[src/rtl/core/vdl_pkg.sv]
// Shared constants and types of the vertex diffuse lighting block.
// No dependencies; used by the lighting unit and the root and divide unit.
`timescale 1ns / 1ps

package vdl_pkg;

    // Light slots.
    localparam int NUM_LIGHTS  = 4;
    localparam int LIGHT_IDX_W = $clog2(NUM_LIGHTS);

    // Field widths.
    localparam int COORD_W = 24;
    localparam int COEF_W  = 16;
    localparam int MASK_W  = 4;
    localparam int BYTE_W  = 8;

    // Stream widths.
    localparam int S_DATA_W = 152;
    localparam int S_USER_W = 2;
    localparam int M_DATA_W = 24;

    // Configuration port.
    localparam int CFG_IDX_W  = 3;
    localparam int CFG_DATA_W = 16;

    localparam logic [CFG_IDX_W-1:0] REG_AMBIENT_RED   = 3'd0;
    localparam logic [CFG_IDX_W-1:0] REG_AMBIENT_GREEN = 3'd1;
    localparam logic [CFG_IDX_W-1:0] REG_AMBIENT_BLUE  = 3'd2;
    localparam logic [CFG_IDX_W-1:0] REG_DIFFUSE_RED   = 3'd3;
    localparam logic [CFG_IDX_W-1:0] REG_DIFFUSE_GREEN = 3'd4;
    localparam logic [CFG_IDX_W-1:0] REG_DIFFUSE_BLUE  = 3'd5;
    localparam logic [CFG_IDX_W-1:0] REG_LIGHT_ENABLE  = 3'd6;

    localparam logic [COEF_W-1:0] AMBIENT_RESET = 16'd410;
    localparam logic [COEF_W-1:0] DIFFUSE_RESET = 16'd4096;

    // Command codes carried in tuser.
    localparam logic CMD_LOAD  = 1'b0;
    localparam logic CMD_SHADE = 1'b1;

    // Root and divide unit.
    localparam int RAD_W      = 62;  // radicand bits
    localparam int ROOT_W     = 31;  // root and quotient bits
    localparam int REM_W      = 34;  // partial remainder bits
    localparam int NUM_W      = 43;  // dividend bits
    localparam int STEP_W     = 6;
    localparam int SQRT_STEPS = RAD_W / 2;
    localparam int DIV_STEPS  = NUM_W;

    typedef struct packed {
        logic start;
        logic op_sqrt;
    } rd_ctrl_t;

    typedef struct packed {
        logic busy;
        logic done;
    } rd_stat_t;

endpackage

[src/rtl/core/vdl_root_div.sv]
// Shared shift-and-subtract unit: integer square root or unsigned division,
// one result bit per cycle. Depends on vdl_pkg.
`timescale 1ns / 1ps

module vdl_root_div (
    input  logic                         aclk,
    input  logic                         aresetn,
    input  vdl_pkg::rd_ctrl_t            ctrl,
    input  logic [vdl_pkg::RAD_W-1:0]    operand,   // radicand, or dividend at the top
    input  logic [vdl_pkg::ROOT_W-1:0]   divisor,
    output vdl_pkg::rd_stat_t            stat,
    output logic [vdl_pkg::ROOT_W-1:0]   result
);

    logic                        busy_reg;
    logic                        done_reg;
    logic                        sqrt_reg;
    logic [vdl_pkg::STEP_W-1:0]  count_reg;
    logic [vdl_pkg::RAD_W-1:0]   x_reg;
    logic [vdl_pkg::REM_W-1:0]   rem_reg;
    logic [vdl_pkg::ROOT_W-1:0]  root_reg;
    logic [vdl_pkg::ROOT_W-1:0]  den_reg;

    logic [vdl_pkg::REM_W-1:0]   rem_sh;
    logic [vdl_pkg::REM_W-1:0]   trial;
    logic [vdl_pkg::REM_W-1:0]   diff;
    logic                        take;

    // One step: bring in the next operand bits and try the subtraction.
    always_comb begin
        if (sqrt_reg) begin
            rem_sh = {rem_reg[vdl_pkg::REM_W-3:0], x_reg[vdl_pkg::RAD_W-1 -: 2]};
            trial  = {1'b0, root_reg, 2'b01};
        end else begin
            rem_sh = {rem_reg[vdl_pkg::REM_W-2:0], x_reg[vdl_pkg::RAD_W-1]};
            trial  = {{(vdl_pkg::REM_W-vdl_pkg::ROOT_W){1'b0}}, den_reg};
        end
        take = (rem_sh >= trial);
        diff = rem_sh - trial;
    end

    // Control state.
    always_ff @(posedge aclk) begin
        if (!aresetn) begin
            busy_reg  <= 1'b0;
            done_reg  <= 1'b0;
            count_reg <= '0;
        end else begin
            done_reg <= 1'b0;
            if (ctrl.start) begin
                busy_reg  <= 1'b1;
                count_reg <= ctrl.op_sqrt ? vdl_pkg::STEP_W'(vdl_pkg::SQRT_STEPS - 1)
                                          : vdl_pkg::STEP_W'(vdl_pkg::DIV_STEPS - 1);
            end else if (busy_reg) begin
                count_reg <= count_reg - 1'b1;
                if (count_reg == '0) begin
                    busy_reg <= 1'b0;
                    done_reg <= 1'b1;
                end
            end
        end
    end

    // Datapath.
    always_ff @(posedge aclk) begin
        if (ctrl.start) begin
            sqrt_reg <= ctrl.op_sqrt;
            x_reg    <= operand;
            rem_reg  <= '0;
            root_reg <= '0;
            den_reg  <= divisor;
        end else if (busy_reg) begin
            rem_reg  <= take ? diff : rem_sh;
            root_reg <= {root_reg[vdl_pkg::ROOT_W-2:0], take};
            x_reg    <= sqrt_reg ? {x_reg[vdl_pkg::RAD_W-3:0], 2'b00}
                                 : {x_reg[vdl_pkg::RAD_W-2:0], 1'b0};
        end
    end

    assign stat.busy = busy_reg;
    assign stat.done = done_reg;
    assign result    = root_reg;

endmodule

[config.mk]
export PLATFORM = sky130hd
export DESIGN_NAME = vdl_root_div
export DESIGN_NICKNAME = d
export VERILOG_FILES = /design/src/rtl/core/vdl_pkg.sv /design/src/rtl/core/vdl_root_div.sv
export SDC_FILE = /design/constraint.sdc
export NUM_CORES = 1
export LEC_CHECK = 0
export ABC_AREA = 1
export BUFFER_PORTS_ARGS = -buffer_cell sky130_fd_sc_hd__buf_4
export CAP_MARGIN = 20
export CORE_ASPECT_RATIO = 2
export CORE_MARGIN = 2
export CORE_UTILIZATION = 63
export CTS_CLUSTER_SIZE = 12
export DETAILED_ROUTE_END_ITERATION = 16
export GPL_TIMING_DRIVEN = 0
export PLACE_DENSITY_LB_ADDON = 0.05
export SLEW_MARGIN = 5
export SYNTH_ARGS = -nofsm -noshare
export SYNTH_HDL_FRONTEND = slang
export SYNTH_SLANG_ARGS = --single-unit
[constraint.sdc]
create_clock -name aclk -period 4.5 [get_ports aclk]
set_input_delay 0.45 -clock aclk [delete_from_list [all_inputs] [get_ports aclk]]
set_output_delay 0.45 -clock aclk [all_outputs]
set_load 0.02 [all_outputs]
==> impl_metrics.py <==
metrics = {
    "sta": {
        "fin_crit_ns": 4.11,
        "max_freq_ghz": 0.243,
        "whs_ns": 0.192,
        "fin_crit_sh_pct": 91.4,
        "relSlewSlack_pct": 36.4,
        "slew_violations": 0,
        "rsz0062_at_grt": "false",
        "tightest_slew_ns": 0.950,
        "hold_viol_final": 0,
        "setup_viol": 0,
        "fin_skew_ns": 0.00630,
        "finalSetupTns_ns": 0,
    },
    "critical_path": {
        "crit_type": "reg -> reg",
        "cp_data_arrival_time_ns": 4.44,
        "critPathLaunch": "sqrt_reg$_DFFE_PP_",
        "worst_r2r_path_depth": 18,
        "crit_path_start_kind": "flip-flop",
        "regToRegStartpoint": "sqrt_reg$_DFFE_PP_",
        "path_max_fanout": 10,
        "crit_required_ns": 4.82,
        "critPathCaptureType": "flip-flop",
    },
    "route": {
        "viasPerCell": 5.68,
        "wl_met2_um": 17100,
        "top_layer": "met4",
        "drtPass1Iterations": 5,
        "dr_wl_met3_um": 1960,
        "post_drt_wl_per_cell_um": 17.9,
        "wl_um": 32100,
        "drt_iter0_markers": 582,
        "antenna_left": 0,
        "wl_met1_um": 10500,
        "route.detailed.drc": 0,
        "vias": 10180,
    },
    "die": {
        "die_area_mm2": 0.0171,
        "start_util_pct": 64.1,
        "row_count": 65,
        "die_x_um": 93.4,
        "ioPinCount": 130,
        "core_mm2": 0.0157,
        "chipHeight_um": 183,
    },
    "placement": {
        "gp_congestion": 1.02,
        "io_buffers": 129,
        "dpl_cell_area_mm2": 0.0113,
        "hpwlAfterDp_um": 24300,
    },
    "clock_tree": {
        "cts.clk_slew.worst_paths_ns": 0.07,
        "cts_tree": "done",
        "clock_sinks": 166,
        "cts_hold_buf": 0,
        "cts_resized": 0,
        "insertion_delay_ns": 0.43,
        "cts_buffers": 17,
        "htree_levels": 4,
        "clockRootBuffer": "clkbuf_16",
        "ctsLongestPathBuffers": 2,
        "post_cts_buffers": 0,
    },
    "global_route": {
        "antenna_found_initial": 0,
        "grt_start_max_net_pins": 51,
        "grt_pass1_vias": 10167,
        "grt_pass1_wl_um": 48900,
        "grt.total_usage_pct": 37.6,
        "gr-total-overflow": 0,
    },
    "cells_and_area": {
        "mostFrequentLayoutCells": "nand2_1 (459), inv_1 (191), a21oi_1 (147)",
        "largest_register_ffs": 62,
        "areaGrowthSynthToFinish_pct": 18.7,
        "final_common_cell": "nand2_1",
        "final_core_util_pct": 76.1,
        "fin_nets": 1710,
        "seq_area_mm2": 0.00426,
        "finish.instance_area_mm2": 0.0119,
        "drive_gt1_share_pct": 12.1,
        "nFillCells": 1265,
        "multi_input_area_mm2": 0.00479,
        "num_antenna_cells": 0,
    },
    "worst_hold_path": {
        "min_from": "divisor[13]",
        "hp-class": "in -> reg",
        "hold_depth": 1,
    },
    "logic_synthesis": {
        "synth_warnings": 0,
        "ys_seq_elements": 166,
        "synth_edf_count": 94,
        "synth_cells": 1428,
        "ys_types": 36,
        "synth_area_per_cell_um2": 7.05,
        "syn_area_mm2": 0.0101,
        "synth_async_sr_flop_share_pct": 0,
        "syn_nets": 1561,
        "synthFlopType": "edfxtp_1",
        "yosysSeqAreaShare_pct": 42.4,
    },
    "power_and_ir_drop": {
        "total_power_w": 0.00604,
        "p_per_area_mw_per_mm2": 506,
        "power.leakage_nw": 5.83,
        "ir_worst_vdd_mv": 0.414,
    },
    "outcome": {
        "run_status": "finished clean",
    },
    "run": {
        "cap_violations": 0,
    },
}
stage by stage:
step / setup WS, ns / std cells
6_report: 0.385 / 1791
4_1_cts: 0.461 / 1791
2_1_floorplan: 1.56 / 1428
3_3_place_gp: 0.157 / 1758
5_1_grt: 0.182 / 1791
3_5_place_dp: 0.532 / 1759
worst paths after layout:
kind	end	slack (ns)
worst max-delay path	rem_reg[19]$_SDFFE_PP0P_	0.39
worst min-delay path	den_reg[13]$_DFFE_PP_	0.19
worst max register to register	rem_reg[19]$_SDFFE_PP0P_	0.39
worst min register to register	rem_reg[30]$_SDFFE_PP0P_	0.46
cell usage after synthesis (all sizes together) (11+ instances only):
cell / count / area share (%)
or2: 11 / 0.68
ha: 35 / 4.4
buf: 21 / 1.3
edfxtp: 94 / 28
dfxtp: 72 / 14
nor2: 108 / 4.1
o21ai: 74 / 3.7
nand2: 464 / 17
inv: 192 / 7.2
nand3: 95 / 4.8
clkbuf: 41 / 1.5
a21oi: 148 / 7.4
o22ai: 29 / 1.8
power by group:
part | leakage, nW | internal, W | switching, W
Combinational | 4.02 | 0.000855 | 0.00169
Clock | 0.302 | 0.000955 | 0.000613
Sequential | 1.51 | 0.00182 | 0.000110
Total | 5.83 | 0.00363 | 0.00241
layer usage:
layer,up-vias,GRT usage [%]
met4,0,29.5
met3,136,7.27
li1,4922,-
met1,4677,35.0
met5,-,0
met2,445,69.1
critical path, cell delays in order, from the launching register on:
cell and delay, ns:
edfxtp_1 0.36, buf_6 0.16, clkbuf_1 0.58, clkbuf_1 0.50
nand2_1 0.09, o21ai_0 0.15, ha_1 0.25, nand2_1 0.12
nor2_1 0.36, nand2_1 0.12, nor2_1 0.33, nand3_1 0.15
nand3_2 0.11, nor2_4 0.07, nand2_4 0.14, buf_6 0.19
nand3_1 0.14, nand3_1 0.10, nand2_1 0.05
kinds of logic after synthesis:
kind of cell / after synthesis / synth area share, %
muxes: 1 / 0.0995
buffers and inverters: 254 / 9.96
xor gates and xnor gates: 17 / 1.48
AOI/OAI and AO/OA: 262 / 13.7
adders and majority gates: 36 / 4.55
and+or+nand+nor: 692 / 27.8
DFF: 166 / 42.4
layout make-up:
cell class,count,share of cell area (%)
clock buffers,19,3.79
multi-input cells,1008,40.1
well taps,201,2.11
repair buffers,130,8.34
flip-flops and latches,166,35.7
inverters,192,6.03
clock inverters,13,1.49
plain buffers,62,2.39
Note: power is estimated with default switching activity, not from simulation.
